--- config.mk ---
export PLATFORM = sky130hd
export DESIGN_NAME = humidity_temp_frame_decoder_top
export DESIGN_NICKNAME = d
export VERILOG_FILES = /design/src/rtl/htfd_pkg.sv /design/src/rtl/htfd_front.sv /design/src/rtl/htfd_queue.sv /design/src/rtl/htfd_back.sv /design/src/rtl/humidity_temp_frame_decoder_top.sv
export VERILOG_INCLUDE_DIRS = /design/src /design/src/rtl
export SDC_FILE = /design/constraint.sdc
export NUM_CORES = 1
export LEC_CHECK = 0
export BUFFER_PORTS_ARGS = -buffer_cell sky130_fd_sc_hd__buf_4
export CAP_MARGIN = 10
export CORE_MARGIN = 2
export CORE_UTILIZATION = 45
export DETAILED_ROUTE_END_ITERATION = 16
export SYNTH_ARGS = -nofsm -noshare
export SYNTH_HDL_FRONTEND = slang
export SYNTH_SLANG_ARGS = --single-unit
--- constraint.sdc ---
create_clock -name clock -period 6.6 [get_ports clock]
set_clock_uncertainty 0.1 [all_clocks]
set_input_delay 1.32 -clock clock [delete_from_list [all_inputs] [get_ports clock]]
set_output_delay 1.32 -clock clock [all_outputs]
set_load 0.02 [all_outputs]
--- src/rtl/humidity_temp_frame_decoder_top_defines.svh ---
// Assertion macros shared by the humidity and temperature frame decoder.
`ifndef HUMIDITY_TEMP_FRAME_DECODER_TOP_DEFINES_SVH
`define HUMIDITY_TEMP_FRAME_DECODER_TOP_DEFINES_SVH

`ifndef NO_ASSERTIONS
// Condition that must hold at every clock edge outside reset.
`define HTFD_ASSERT_ALWAYS(label, clk, rst, cond) \
   label: assert property (@(posedge clk) disable iff (rst) (cond)) \
      else $error("htfd assertion failed");
// Consequence that must hold in the same cycle as its antecedent.
`define HTFD_ASSERT_IMPLIES(label, clk, rst, ante, cons) \
   label: assert property (@(posedge clk) disable iff (rst) (ante) |-> (cons)) \
      else $error("htfd assertion failed");
// Consequence that must hold in the cycle after its antecedent.
`define HTFD_ASSERT_NEXT(label, clk, rst, ante, cons) \
   label: assert property (@(posedge clk) disable iff (rst) (ante) |=> (cons)) \
      else $error("htfd assertion failed");
`else
`define HTFD_ASSERT_ALWAYS(label, clk, rst, cond)
`define HTFD_ASSERT_IMPLIES(label, clk, rst, ante, cons)
`define HTFD_ASSERT_NEXT(label, clk, rst, ante, cons)
`endif

`endif

--- src/rtl/htfd_pkg.sv ---
// Types, constants and arithmetic helpers of the humidity and temperature frame decoder.
package htfd_pkg;

   localparam logic [7:0] CRC_INIT = 8'hFF;
   localparam logic [7:0] CRC_POLY = 8'h31;

   // Byte positions inside one six-byte response.
   localparam logic [2:0] POS_T_HIGH = 3'd0;
   localparam logic [2:0] POS_T_LOW  = 3'd1;
   localparam logic [2:0] POS_T_CRC  = 3'd2;
   localparam logic [2:0] POS_H_HIGH = 3'd3;
   localparam logic [2:0] POS_H_LOW  = 3'd4;
   localparam logic [2:0] POS_H_CRC  = 3'd5;

   localparam logic [14:0] TEMP_SCALE  = 15'd17500;
   localparam logic [13:0] HUM_SCALE   = 14'd10000;
   localparam logic [15:0] ROUND_BIAS  = 16'd32767;
   localparam logic [14:0] TEMP_OFFSET = 15'd4500;
   localparam logic [16:0] DIV_BASE    = 17'd65535;

   localparam int unsigned TPROD_W = 31;
   localparam int unsigned HPROD_W = 30;

   // One complete response as handed from the front end to the converter.
   typedef struct packed {
      logic        temp_ok;
      logic        hum_ok;
      logic [15:0] temp_word;
      logic [15:0] hum_word;
   } htfd_frame_type;

   // CRC-8, MSB first, one byte.
   function automatic logic [7:0] crc8_update(input logic [7:0] crc, input logic [7:0] data);
      logic [7:0] c;
      c = crc ^ data;
      for (int k = 0; k < 8; k++) begin
         if (c[7]) begin
            c = {c[6:0], 1'b0} ^ CRC_POLY;
         end else begin
            c = {c[6:0], 1'b0};
         end
      end
      return c;
   endfunction

   // Quotient by 65535 for dividends whose upper half stays well below 65535.
   // x = q0 * 65536 + lo = q0 * 65535 + (lo + q0), and the remainder term is
   // below twice the divisor, so one compare corrects the estimate.
   function automatic logic [15:0] div_by_65535(input logic [31:0] x);
      logic [15:0] q0;
      logic [16:0] rem;
      q0  = x[31:16];
      rem = {1'b0, x[15:0]} + {1'b0, q0};
      return q0 + ((rem >= DIV_BASE) ? 16'd1 : 16'd0);
   endfunction

endpackage

--- src/rtl/htfd_front.sv ---
// Front end: framing, per-word CRC check and capture of the two raw words.
module htfd_front
   import htfd_pkg::*;
(
   input  logic           clock,
   input  logic           reset,
   input  logic           accept,
   input  logic [7:0]     response_byte,
   input  logic           frame_start,
   output logic           push,
   output htfd_frame_type push_frame
);

   logic [2:0] pos_ff, pos_in;
   logic [7:0] crc_ff, crc_in;
   logic       tok_ff, tok_in;
   logic [7:0] hold_ff, hold_in;
   logic [15:0] tword_ff, tword_in;
   logic [15:0] hword_ff, hword_in;
   logic [2:0] pos;
   logic [7:0] crc_next;

   always_comb begin
      pos      = frame_start ? POS_T_HIGH : pos_ff;
      crc_next = crc8_update(crc_ff, response_byte);
      pos_in   = pos_ff;
      crc_in   = crc_ff;
      tok_in   = tok_ff;
      hold_in  = hold_ff;
      tword_in = tword_ff;
      hword_in = hword_ff;
      push     = 1'b0;
      push_frame.temp_ok   = tok_ff;
      push_frame.hum_ok    = (crc_ff == response_byte);
      push_frame.temp_word = tword_ff;
      push_frame.hum_word  = hword_ff;
      if (accept) begin
         pos_in = (pos == POS_H_CRC) ? POS_T_HIGH : pos + 3'd1;
         unique case (pos) inside
            POS_T_HIGH, POS_H_HIGH: begin
               crc_in  = crc8_update(CRC_INIT, response_byte);
               hold_in = response_byte;
            end
            POS_T_LOW: begin
               crc_in   = crc_next;
               tword_in = {hold_ff, response_byte};
            end
            POS_H_LOW: begin
               crc_in   = crc_next;
               hword_in = {hold_ff, response_byte};
            end
            POS_T_CRC: begin
               tok_in = (crc_ff == response_byte);
               crc_in = CRC_INIT;
            end
            POS_H_CRC: begin
               crc_in = CRC_INIT;
               push   = 1'b1;
            end
            default: begin
               pos_in = POS_T_HIGH;
            end
         endcase
      end
   end

   always_ff @(posedge clock) begin
      if (reset) begin
         pos_ff <= POS_T_HIGH;
         crc_ff <= CRC_INIT;
         tok_ff <= 1'b0;
      end else begin
         pos_ff <= pos_in;
         crc_ff <= crc_in;
         tok_ff <= tok_in;
      end
   end

   always_ff @(posedge clock) begin
      hold_ff  <= hold_in;
      tword_ff <= tword_in;
      hword_ff <= hword_in;
   end

endmodule

--- src/rtl/htfd_queue.sv ---
// Short first-in first-out queue of completed responses between front and back.
module htfd_queue
   import htfd_pkg::*;
#(
   parameter int unsigned DEPTH = 2
)
(
   input  logic           clock,
   input  logic           reset,
   input  logic           push,
   input  htfd_frame_type push_frame,
   output logic           full,
   output logic           pop_valid,
   input  logic           pop_ready,
   output htfd_frame_type pop_frame
);

   localparam int unsigned PTR_W = (DEPTH > 1) ? $clog2(DEPTH) : 1;
   localparam int unsigned CNT_W = $clog2(DEPTH + 1);

   htfd_frame_type entry_ff [DEPTH];
   logic [PTR_W-1:0] wr_ptr_ff, wr_ptr_in;
   logic [PTR_W-1:0] rd_ptr_ff, rd_ptr_in;
   logic [CNT_W-1:0] count_ff, count_in;
   logic             pop;

   assign full      = (count_ff == CNT_W'(DEPTH));
   assign pop_valid = (count_ff != '0);
   assign pop       = pop_valid && pop_ready;
   assign pop_frame = entry_ff[rd_ptr_ff];

   always_comb begin
      wr_ptr_in = wr_ptr_ff;
      rd_ptr_in = rd_ptr_ff;
      count_in  = count_ff;
      if (push) begin
         wr_ptr_in = (wr_ptr_ff == PTR_W'(DEPTH - 1)) ? '0 : wr_ptr_ff + PTR_W'(1);
      end
      if (pop) begin
         rd_ptr_in = (rd_ptr_ff == PTR_W'(DEPTH - 1)) ? '0 : rd_ptr_ff + PTR_W'(1);
      end
      if (push && !pop) begin
         count_in = count_ff + CNT_W'(1);
      end else if (pop && !push) begin
         count_in = count_ff - CNT_W'(1);
      end
   end

   always_ff @(posedge clock) begin
      if (reset) begin
         wr_ptr_ff <= '0;
         rd_ptr_ff <= '0;
         count_ff  <= '0;
      end else begin
         wr_ptr_ff <= wr_ptr_in;
         rd_ptr_ff <= rd_ptr_in;
         count_ff  <= count_in;
      end
   end

   always_ff @(posedge clock) begin
      if (push) begin
         entry_ff[wr_ptr_ff] <= push_frame;
      end
   end

endmodule

--- src/rtl/htfd_back.sv ---
// Back end: scaling multiply, division by 65535 and the registered result.
module htfd_back
   import htfd_pkg::*;
(
   input  logic               clock,
   input  logic               reset,
   input  logic               in_valid,
   output logic               in_ready,
   input  htfd_frame_type     in_frame,
   output logic               rsp_valid,
   input  logic               rsp_stall,
   output logic               rsp_sample_valid,
   output logic signed [14:0] rsp_temperature_centi,
   output logic [13:0]        rsp_humidity_centi,
   output logic               rsp_temperature_check_failed,
   output logic               rsp_humidity_check_failed
);

   // Product stage.
   logic               s1_valid_ff, s1_valid_in;
   logic               s1_ok_ff;
   logic               s1_tfail_ff;
   logic               s1_hfail_ff;
   logic [TPROD_W-1:0] s1_tprod_ff;
   logic [HPROD_W-1:0] s1_hprod_ff;

   // Result stage.
   logic               out_valid_ff, out_valid_in;
   logic               out_ok_ff;
   logic signed [14:0] out_temp_ff;
   logic [13:0]        out_hum_ff;
   logic               out_tfail_ff;
   logic               out_hfail_ff;

   logic               out_free;
   logic [15:0]        tq;
   logic [15:0]        hq;

   assign out_free = !out_valid_ff || !rsp_stall;
   assign in_ready = !s1_valid_ff || out_free;

   assign s1_valid_in  = in_ready ? in_valid : s1_valid_ff;
   assign out_valid_in = out_free ? s1_valid_ff : out_valid_ff;

   assign tq = div_by_65535(32'(s1_tprod_ff));
   assign hq = div_by_65535(32'(s1_hprod_ff));

   always_ff @(posedge clock) begin
      if (reset) begin
         s1_valid_ff  <= 1'b0;
         out_valid_ff <= 1'b0;
      end else begin
         s1_valid_ff  <= s1_valid_in;
         out_valid_ff <= out_valid_in;
      end
   end

   always_ff @(posedge clock) begin
      if (in_ready) begin
         s1_ok_ff    <= in_frame.temp_ok && in_frame.hum_ok;
         s1_tfail_ff <= !in_frame.temp_ok;
         s1_hfail_ff <= !in_frame.hum_ok;
         s1_tprod_ff <= TPROD_W'(in_frame.temp_word) * TPROD_W'(TEMP_SCALE)
                        + TPROD_W'(ROUND_BIAS);
         s1_hprod_ff <= HPROD_W'(in_frame.hum_word) * HPROD_W'(HUM_SCALE)
                        + HPROD_W'(ROUND_BIAS);
      end
      if (out_free) begin
         out_ok_ff    <= s1_ok_ff;
         out_tfail_ff <= s1_tfail_ff;
         out_hfail_ff <= s1_hfail_ff;
         out_temp_ff  <= s1_ok_ff ? $signed(tq[14:0] - TEMP_OFFSET) : 15'sd0;
         out_hum_ff   <= s1_ok_ff ? hq[13:0] : 14'd0;
      end
   end

   assign rsp_valid                    = out_valid_ff;
   assign rsp_sample_valid             = out_ok_ff;
   assign rsp_temperature_centi        = out_temp_ff;
   assign rsp_humidity_centi           = out_hum_ff;
   assign rsp_temperature_check_failed = out_tfail_ff;
   assign rsp_humidity_check_failed    = out_hfail_ff;

endmodule

--- src/rtl/humidity_temp_frame_decoder_top.sv ---
// Top level of the humidity and temperature response frame decoder.
//
//   Channel   Direction  Handshake              Payload
//   req       in         req_valid / req_stall  response_byte, frame_start
//   rsp       out        rsp_valid / rsp_stall  sample_valid, temperature_centi,
//                                               humidity_centi, two check flags
//
// One request byte is taken every cycle while req_stall is low; the front end updates the CRC of a byte
// in the same cycle it is accepted.
// After its sixth byte is taken, a result passes through a queue entry and the multiply
// stage register into the output register, where it is held while rsp_stall is high.
// Synchronous reset clears framing, the queue and the stage valid flags.
// req_stall rises only while the queue is full, which needs the output side
// to hold off responses for several frames.
`include "humidity_temp_frame_decoder_top_defines.svh"

module humidity_temp_frame_decoder_top
   import htfd_pkg::*;
#(
   parameter int unsigned QUEUE_DEPTH = 2
)
(
   input  logic               clock,
   input  logic               reset,
   input  logic               req_valid,
   output logic               req_stall,
   input  logic [7:0]         req_response_byte,
   input  logic               req_frame_start,
   output logic               rsp_valid,
   input  logic               rsp_stall,
   output logic               rsp_sample_valid,
   output logic signed [14:0] rsp_temperature_centi,
   output logic [13:0]        rsp_humidity_centi,
   output logic               rsp_temperature_check_failed,
   output logic               rsp_humidity_check_failed
);

   logic           req_accept;
   logic           push;
   htfd_frame_type push_frame;
   logic           queue_full;
   logic           pop_valid;
   logic           pop_ready;
   htfd_frame_type pop_frame;

   // The stall depends only on queue occupancy, never on req_valid.
   assign req_stall  = queue_full;
   assign req_accept = req_valid && !req_stall;

   // The front end tracks the byte position, checks each word against its CRC
   // byte and, on the last byte of a response, hands the whole frame onward.
   htfd_front u_front (
      .clock         (clock),
      .reset         (reset),
      .accept        (req_accept),
      .response_byte (req_response_byte),
      .frame_start   (req_frame_start),
      .push          (push),
      .push_frame    (push_frame)
   );

   // The queue decouples byte intake from the output side, so a stalled response
   // does not hold back the bytes of the following frames until the queue is full.
   htfd_queue #(
      .DEPTH (QUEUE_DEPTH)
   ) u_queue (
      .clock      (clock),
      .reset      (reset),
      .push       (push),
      .push_frame (push_frame),
      .full       (queue_full),
      .pop_valid  (pop_valid),
      .pop_ready  (pop_ready),
      .pop_frame  (pop_frame)
   );

   // The back end scales both raw words and divides by full scale with
   // rounding; failed frames report zero readings.
   htfd_back u_back (
      .clock                        (clock),
      .reset                        (reset),
      .in_valid                     (pop_valid),
      .in_ready                     (pop_ready),
      .in_frame                     (pop_frame),
      .rsp_valid                    (rsp_valid),
      .rsp_stall                    (rsp_stall),
      .rsp_sample_valid             (rsp_sample_valid),
      .rsp_temperature_centi        (rsp_temperature_centi),
      .rsp_humidity_centi           (rsp_humidity_centi),
      .rsp_temperature_check_failed (rsp_temperature_check_failed),
      .rsp_humidity_check_failed    (rsp_humidity_check_failed)
   );

   // A sample is valid exactly when neither word check failed.
   `HTFD_ASSERT_IMPLIES(a_valid_matches_checks, clock, reset, rsp_valid,
      rsp_sample_valid == !(rsp_temperature_check_failed || rsp_humidity_check_failed))
   // A rejected sample carries zero readings.
   `HTFD_ASSERT_IMPLIES(a_reject_zero, clock, reset, rsp_valid && !rsp_sample_valid,
      rsp_temperature_centi == 15'sd0 && rsp_humidity_centi == 14'd0)
   // Converted humidity never exceeds full scale.
   `HTFD_ASSERT_IMPLIES(a_hum_range, clock, reset, rsp_valid, rsp_humidity_centi <= 14'd10000)
   // A frame completion is never offered while the queue is full.
   `HTFD_ASSERT_ALWAYS(a_no_push_when_full, clock, reset, !(push && queue_full))

endmodule
==> metrics.csv, run 1 <==
metric,value,unit
die area,0.03879,sq mm
Hold Crit Depth,0,
worst setup path category,flop to flop,
Syn Area/Cell,10.88,sq um
Hold Slack,0.3192,ns
register clock-pin slew on the reported worst setup and hold paths,0.06,ns
Worst EP arrival,6.50,ns
required time worst endpoint,6.76,ns
TritonCTS clock tree,yes,
crit start category,flop,
Final Util,0.5141,
antenna violations before repair,0,
GPL Wtd Cong,0.8503,
maxcap violations,0,
"Seq/Total Area, Yosys",0.3776,
CTS buffer count,24,
core footprint,0.03661,sq mm
Peak Freq,0.1577,GHz
vias per cell,5.174,
hold_sp,u_back.s1_tfail_ff,
Buffers on Ports,46,
outcome,finished clean,
fin crit share,0.9606,
Final ANT Viol Nets,0,
largest net degree at the start of global routing,61,
first-pass GRT wire length,55.31,mm
final setup fails,0,
final hold vios,0,
"Clk Latency, worst-skew pair",0.52,ns
Max Root-Sink Buffers,3,
detailed placer's ending HPWL,26.98,mm
post-synth design cell area,0.01675,sq mm
cts repair resizes,0,
Min-Delay Endpoint,u_back.rsp_temperature_check_failed,
Syn-to-layout area delta,12.34,%
reg2reg setup slack,0.26,ns
Sink Count,217,
die width,197.0,um
gr ovfl total,0,
postcts setup bufs,0,
fraction of layout cells with a size suffix above 1,0.1168,
Slew Limit Fails,0,
design area,0.01882,sq mm
Ys Warns,0,
Routed WL per cell,15.60,um
cell row count,70,
Post-Route WL,33.11,mm
Initial DRT Pass Iterations,5,
Yosys cell types,84,
First DRT Iteration DRCs,448,
cells after synthesis,1540,
gr usage total,0.1754,
CTS Root Cell,clkbuf_16,
crit end category,flop,
fin nets,1934,
reg2reg path depth,23,
Post-synth EDFFs,198,
Synth Register Bits,217,
FF-to-FF End,u_back.s1_hprod_ff[24],
HP Class,flop to flop,
Initial Util,0.4577,
Critical Path Fanout Max,16,
vias in the first global route,11060,
hold buffer count at cts,0,
worst-margin pin slew,0.7808,ns
I/O pins,47,
Synth async-reset ratio,0,
Slew headroom,0.4795,
Tmin final,6.340,ns
drc violations,0,
"Top FF cell, synth",edfxtp_1,
via count,10980,
dpl cell area,0.01798,sq mm
die height,197.0,um
Synth Net Count,1839,
H-Tree Depth,1,
## per-layer routing
layer  track usage  vias up  part of all wire
li1              -     5624                 -
met1        0.2340     5185              0.47
met2        0.3060      134              0.48
met3       0.02173       36             0.026
met4       0.03871        0             0.019
met5             0        -                 0
## sequential cells by signal, indices dropped and copies added, names as in the netlist, 3 cells and up, named ones only
signal	flops
u_back.rsp_humidity_centi	14
u_front.pos_ff	3
u_back.s1_hprod_ff	26
u_back.rsp_temperature_centi	15
u_front.crc_ff	8
u_front.tword_ff	16
u_front.hword_ff	16
u_queue.entry_ff	68
u_back.s1_tprod_ff	29
u_front.hold_ff	8
## critical path, stage by stage, from the launching register on
cell and delay, ns:
dfxtp_4 0.39, buf_6 0.15, buf_6 0.22, mux2_2 0.45, fa_1 0.52, ha_1 0.31
inv_1 0.07, fa_1 0.54, inv_1 0.04, ha_1 0.26, inv_1 0.05, fa_1 0.49
inv_1 0.04, ha_1 0.35, and2_1 0.20, a221oi_1 0.32, a21boi_0 0.19, o311ai_1 0.33
buf_4 0.18, nor3_1 0.05, and4_1 0.24, nor3b_1 0.15, a211o_1 0.28, xor2_1 0.14
## metrics by stage
stage	std cells	setup WS, ns	TNS (ns)
floorplan	1540	0.01640	0
global placement	2077	0.2287	0
detailed placement	2077	0.1269	0
CTS	2121	0.08203	0
global route	2121	-0.006581	-0.007215
finish	2122	0.2597	0
## worst max-delay path by stage
stage,endpoint,start,cells past startpoint
detailed placement,u_back.s1_hprod_ff[29],flop,21
global placement,u_back.s1_hprod_ff[29],flop,21
finish,u_back.s1_hprod_ff[24],flop,23
floorplan,u_back.s1_tprod_ff[30],flop,24
global route,u_back.s1_hprod_ff[29],flop,21
CTS,u_back.s1_hprod_ff[24],flop,24
## synth_stat cells, types with 12 or more instances
master,n,share of area
inv_1,227,0.051
ha_1,206,0.15
edfxtp_1,198,0.35
xnor2_1,84,0.044
fa_1,80,0.096
nor2_1,76,0.017
a21oi_1,72,0.022
nand2_1,61,0.014
xor2_1,61,0.032
o21ai_0,49,0.015
and2_1,28,0.010
nor3_1,27,0.0081
mux2i_1,26,0.016
clkbuf_1,20,0.0045
dfxtp_1,19,0.023
nand3_1,19,0.0057
a21o_1,18,0.0081
nand2b_1,17,0.0063
mux2_2,16,0.011
or3_1,16,0.0060
o21a_1,15,0.0067
nand4_1,13,0.0049
a211oi_1,12,0.0054
o211ai_1,12,0.0054
## kinds of logic (layout without fill, tap and decap cells)
family / after synthesis / count (layout) / synth area share
muxes: 42 / 42 / 0.02629
and+or+nand+nor: 325 / 325 / 0.1037
AOI/OAI and AO/OA: 268 / 268 / 0.1080
adders and majority gates: 287 / 287 / 0.2500
DFF: 217 / 217 / 0.3776
other: 0 / 1 / 0
xor gates and xnor gates: 146 / 146 / 0.07677
buffers and inverters: 255 / 368 / 0.05773
## cell type report
| class | instances | area [sq um] |
|---|---|---|
| Fill cell | 3305 | 17790 |
| Multi-Input combinational cell | 1068 | 9544 |
| Sequential cell | 217 | 6330 |
| Inverter | 227 | 852.1 |
| Timing Repair Buffer | 97 | 735.7 |
| Clock buffer | 28 | 635.6 |
| Tap cell | 468 | 585.6 |
| Clock inverter | 16 | 136.4 |
| Antenna cell | 1 | 2.502 |
## cell usage in the layout, fill, tap and decap left out, types with 9 or more instances in the layout
master,instances
a21boi_0,11
buf_4,95
inv_1,227
nor2b_1,11
edfxtp_1,198
o21ai_0,49
nor2_1,74
nor3_1,26
nand4_1,13
and3_1,9
a211oi_1,11
or3_1,16
ha_1,205
nand3_1,17
clkbuf_16,24
xor2_1,61
xnor2_1,83
nand2_1,61
a211o_1,11
o211ai_1,12
mux2i_1,23
a21o_1,18
dfxtp_1,18
fa_1,80
nand2b_1,17
mux2_2,16
and2_1,28
a21oi_1,71
o21a_1,15
Power of run 1 is not shown: default switching activity piles up to over one toggle a cycle in this logic, so the estimate is an artifact.
==> inputs of run 2 (changes only) <==
==> constraint.sdc (replaced) <==
create_clock -name clock -period 6.2 [get_ports clock]
set_clock_uncertainty 0.1 [all_clocks]
set_input_delay 1.24 -clock clock [delete_from_list [all_inputs] [get_ports clock]]
set_output_delay 1.24 -clock clock [all_outputs]
set_load 0.02 [all_outputs]
==> metrics.csv, run 2 (same netlist as run 1, synthesis figures left out) <==
metric,value,unit
maxcap violations,0,
first-pass GRT wire length,54.65,mm
filler instances,3181,
crit end category,flop,
Post-Route WL,33.18,mm
Buffers on Ports,46,
reg2reg setup slack,0.11,ns
fraction of layout cells with a size suffix above 1,0.1777,
cell row count,70,
worst setup path category,flop to flop,
hold_sp,u_back.s1_hfail_ff,
Largest regs,"u_queue.entry_ff: 68 flops, u_back.s1_tprod_ff: 29 flops, u_back.s1_hprod_ff: 26 flops",
fin crit share,0.9820,
Worst EP arrival,6.24,ns
final hold vios,0,
Final Util,0.5414,
"commonest non-fill, non-tap cell in the layout",inv_1,
GPL Wtd Cong,0.8786,
gr usage total,0.1720,
Critical Path Fanout Max,5,
Routed WL per cell,15.23,um
area of the multi-input gates,0.009981,sq mm
core footprint,0.03661,sq mm
gr ovfl total,0,
largest net degree at the start of global routing,61,
Max Root-Sink Buffers,3,
most frequent cells in the layout,"213 x inv_1, 198 x edfxtp_1, 184 x ha_1, 146 x buf_4, 84 x xnor2_1",
max reg flops,68,
GR Util met3,0.01865,
antenna violations before repair,0,
Syn-to-layout area delta,18.29,%
Hold Slack,0.3419,ns
outcome,finished clean,
Slew headroom,0.4462,
final setup fails,0,
CTS buffer count,25,
vias per cell,5.123,
vias in the first global route,11060,
Register Area,0.006330,sq mm
CTS Root Cell,clkbuf_16,
drc violations,0,
fin nets,1991,
die height,197.0,um
I/O pins,47,
GR Util met2,0.2887,
largest reg by FF count,u_queue.entry_ff,
dpl cell area,0.01832,sq mm
register clock-pin slew on the reported worst setup and hold paths,0.06,ns
TritonCTS clock tree,yes,
Sink Count,217,
via count,11160,
GR peak layer,met2,
Ant. Diodes,0,
hold buffer count at cts,0,
Slew Limit Fails,0,
crit start category,flop,
Initial Util,0.4577,
die width,197.0,um
M1 GR Usage,0.2400,
detailed placer's ending HPWL,26.16,mm
First DRT Iteration DRCs,432,
Final ANT Viol Nets,0,
"Clk Latency, worst-skew pair",0.52,ns
Setup TNS,0,ns
die area,0.03879,sq mm
Tmin final,6.089,ns
H-Tree Depth,1,
design area,0.01982,sq mm
required time worst endpoint,6.35,ns
worst-margin pin slew,0.8307,ns
Initial DRT Pass Iterations,5,
HP Class,flop to flop,
Peak Freq,0.1642,GHz
## run 2: cell types whose count changed in the layout (fill, tap and decap cells not counted), moves of 5 or more
cell / before / now
mux2i_4: 0 / 7
inv_1: 227 / 213
a21oi_2: 1 / 8
ha_1: 205 / 184
ha_4: 0 / 19
mux2i_1: 23 / 18
inv_2: 0 / 12
mux2_4: 0 / 8
buf_4: 95 / 146
mux2_2: 16 / 8
a21oi_1: 71 / 64
## run 2: layout make-up
class                      instances  area share
clock buffer                      30     0.03302
clock inverter                    16    0.008396
inverter                         227     0.04324
multi-input combinational       1068      0.5036
sequential                       217      0.3194
tap                              468     0.02955
timing repair buffer             153     0.06282
## run 2: worst paths after layout
check | end | cells after the start
worst min register to register | u_back.rsp_humidity_check_failed | 0
worst max-delay path | u_back.s1_tprod_ff[30] | 19
worst min-delay path | u_back.rsp_humidity_check_failed | 0
worst max register to register | u_back.s1_tprod_ff[30] | 19
## run 2: repair_timing
item,CTS,global route
endpoints found under the setup margin,3,17
resized for setup,7,76
pin swaps,1,30
cloned,0,3
buffers inserted,0,17
## run 2: metrics by stage
stage | std cells | setup slack [ns]
2_1_floorplan | 1540 | 0.001209
3_3_place_gp | 2113 | 0.06040
3_5_place_dp | 2113 | -0.06688
4_1_cts | 2159 | 0.004956
5_1_grt | 2179 | -0.03550
6_report | 2179 | 0.1115
## run 2: critical path: stages, from the launching register on
cell and delay (ns):
dfxtp_4 0.40, clkbuf_16 0.16, mux2_4 0.34, ha_4 0.29, fa_1 0.42, ha_1 0.34, fa_1 0.50, inv_1 0.06
fa_1 0.53, inv_1 0.06, ha_4 0.30, nand3_4 0.10, or3_4 0.34, o221a_4 0.31, o21ai_4 0.18, a211oi_2 0.11
or3_4 0.40, or4b_4 0.56, nor4_4 0.23, xor2_1 0.10
## run 2: metal layers
| metal | vias to the layer above | part of all wire |
|---|---|---|
| met5 | - | 0 |
| met4 | 0 | 0.025 |
| met3 | 49 | 0.024 |
| met2 | 148 | 0.47 |
| met1 | 5225 | 0.49 |
| li1 | 5742 | - |
Power of run 2 is left out for the same reason.
==> inputs of run 3 (changes only) <==
--- a/config.mk
+++ b/config.mk
@@ -6,11 +6,11 @@
 export SDC_FILE = /design/constraint.sdc
 export NUM_CORES = 1
 export LEC_CHECK = 0
-export BUFFER_PORTS_ARGS = -buffer_cell sky130_fd_sc_hd__buf_4
 export CAP_MARGIN = 10
 export CORE_MARGIN = 2
 export CORE_UTILIZATION = 45
 export DETAILED_ROUTE_END_ITERATION = 16
+export DONT_BUFFER_PORTS = 1
 export SYNTH_ARGS = -nofsm -noshare
 export SYNTH_HDL_FRONTEND = slang
 export SYNTH_SLANG_ARGS = --single-unit
==> metrics.csv, run 3 (same netlist as run 1, synthesis figures left out) <==
metric,value,unit
HP Class,flop to flop,
gr ovfl total,0,
RSZ-0062 raised after global routing,true,
Post-Route WL,32.40,mm
CTS Root Cell,clkbuf_16,
core footprint,0.03661,sq mm
fin worst setup slack,0.1358,ns
Tmin final,6.064,ns
Peak Freq,0.1649,GHz
most frequent cells in the layout,"211 x inv_1, 198 x edfxtp_1, 185 x ha_1, 89 x buf_4, 83 x xnor2_1",
Setup TNS,0,ns
gr usage total,0.1680,
First DRT Iteration DRCs,433,
CTS buffer count,24,
vias in the first global route,10770,
Sink Count,217,
vias per cell,5.186,
largest net degree at the start of global routing,61,
I/O pins,47,
Max Root-Sink Buffers,3,
"Clk Latency, worst-skew pair",0.53,ns
hold buffer count at cts,0,
antenna violations before repair,0,
required time worst endpoint,6.35,ns
GPL Wtd Cong,0.8692,
drc violations,0,
final cell count without fillers,2116,
fraction of layout cells with a size suffix above 1,0.1511,
crit start category,flop,
Largest regs,"u_queue.entry_ff: 68 flops, u_back.s1_tprod_ff: 29 flops, u_back.s1_hprod_ff: 26 flops",
Critical Path Fanout Max,6,
fin nets,1932,
max reg flops,68,
register clock-pin slew on the reported worst setup and hold paths,0.06,ns
detailed placer's ending HPWL,25.49,mm
Ant. Diodes,0,
H-Tree Depth,1,
"commonest non-fill, non-tap cell in the layout",inv_1,
Slew Limit Fails,0,
pre-CTS setup slack,-0.05511,ns
Worst EP arrival,6.21,ns
worst setup path category,flop to flop,
via count,10970,
first-pass GRT wire length,52.95,mm
largest reg by FF count,u_queue.entry_ff,
outcome,finished clean,
Syn-to-layout area delta,15.51,%
fin crit share,0.9781,
cell row count,70,
TritonCTS clock tree,yes,
Initial DRT Pass Iterations,5,
maxcap violations,0,
Initial Util,0.4577,
Routed WL per cell,15.31,um
Buffers on Ports,0,
die area,0.03879,sq mm
final hold vios,0,
Slew headroom,0.4879,
Final ANT Viol Nets,0,
crit end category,flop,
die height,197.0,um
die width,197.0,um
cell count after placement,2050,
worst-margin pin slew,0.7681,ns
final setup fails,0,
==> run 3: cell count changes in the layout (fill, tap and decap cells not counted), sizes merged <==
cell and change:
bufinv -1, buf -58, clkbuf -3, inv +2
clkinv -3
==> run 3: layer usage <==
metal	GRT usage	wire [um]
met5	0	0
met4	0.04261	711
met3	0.02413	933
met2	0.2809	15110
met1	0.2301	15650
==> run 3: cell type report <==
type                            count  area (sq um)
Clock buffer                       27         621.8
Fill cell                        3210         17260
Timing Repair Buffer               95         805.8
Clock inverter                     14         148.9
Tap cell                          468         585.6
Multi-Input combinational cell   1068         10010
Sequential cell                   217          6330
Inverter                          227         854.6
==> run 3: worst paths after layout <==
path / from / end / slack, ns / cells after the start
max reg2reg: flop / u_back.s1_tprod_ff[29] / 0.14 / 19
max: flop / u_back.s1_tprod_ff[29] / 0.14 / 19
min: u_back.s1_hfail_ff / u_back.rsp_humidity_check_failed / 0.32 / 0
min reg2reg: u_back.s1_hfail_ff / u_back.rsp_humidity_check_failed / 0.32 / 0
==> run 3: critical path, stage by stage (launching register included) <==
cell      delay (ns)
dfxtp_4         0.39
buf_12          0.16
mux2_4          0.35
ha_4            0.25
fa_1            0.46
ha_1            0.32
fa_1            0.49
inv_1           0.05
fa_1            0.52
inv_1           0.06
ha_4            0.30
nand3_4         0.09
or3_4           0.35
o221a_4         0.31
o21ai_4         0.20
a211oi_4        0.09
or3_4           0.41
or4b_4          0.56
nor3_1          0.25
xnor2_1         0.08
==> run 3: repair_timing <==
item,in CTS,in global routing
buffers inserted,1,21
cloned,0,3
endpoints found under the setup margin,4,18
pin swaps,2,36
resized for setup,9,82
==> run 3: per-stage QoR <==
| step | instance area, sq um | hold slack (ns) | utilization |
|---|---|---|---|
| 2_1_floorplan | 16850 | 0.3003 | - |
| 3_3_place_gp | 17850 | 0.3046 | 0.4876 |
| 3_5_place_dp | 17850 | 0.3054 | 0.4876 |
| 4_1_cts | 18670 | 0.3181 | 0.5099 |
| 5_1_grt | 19350 | 0.3249 | 0.5286 |
| 6_report | 19350 | 0.3171 | 0.5286 |
Power of run 3 is left out for the same reason.
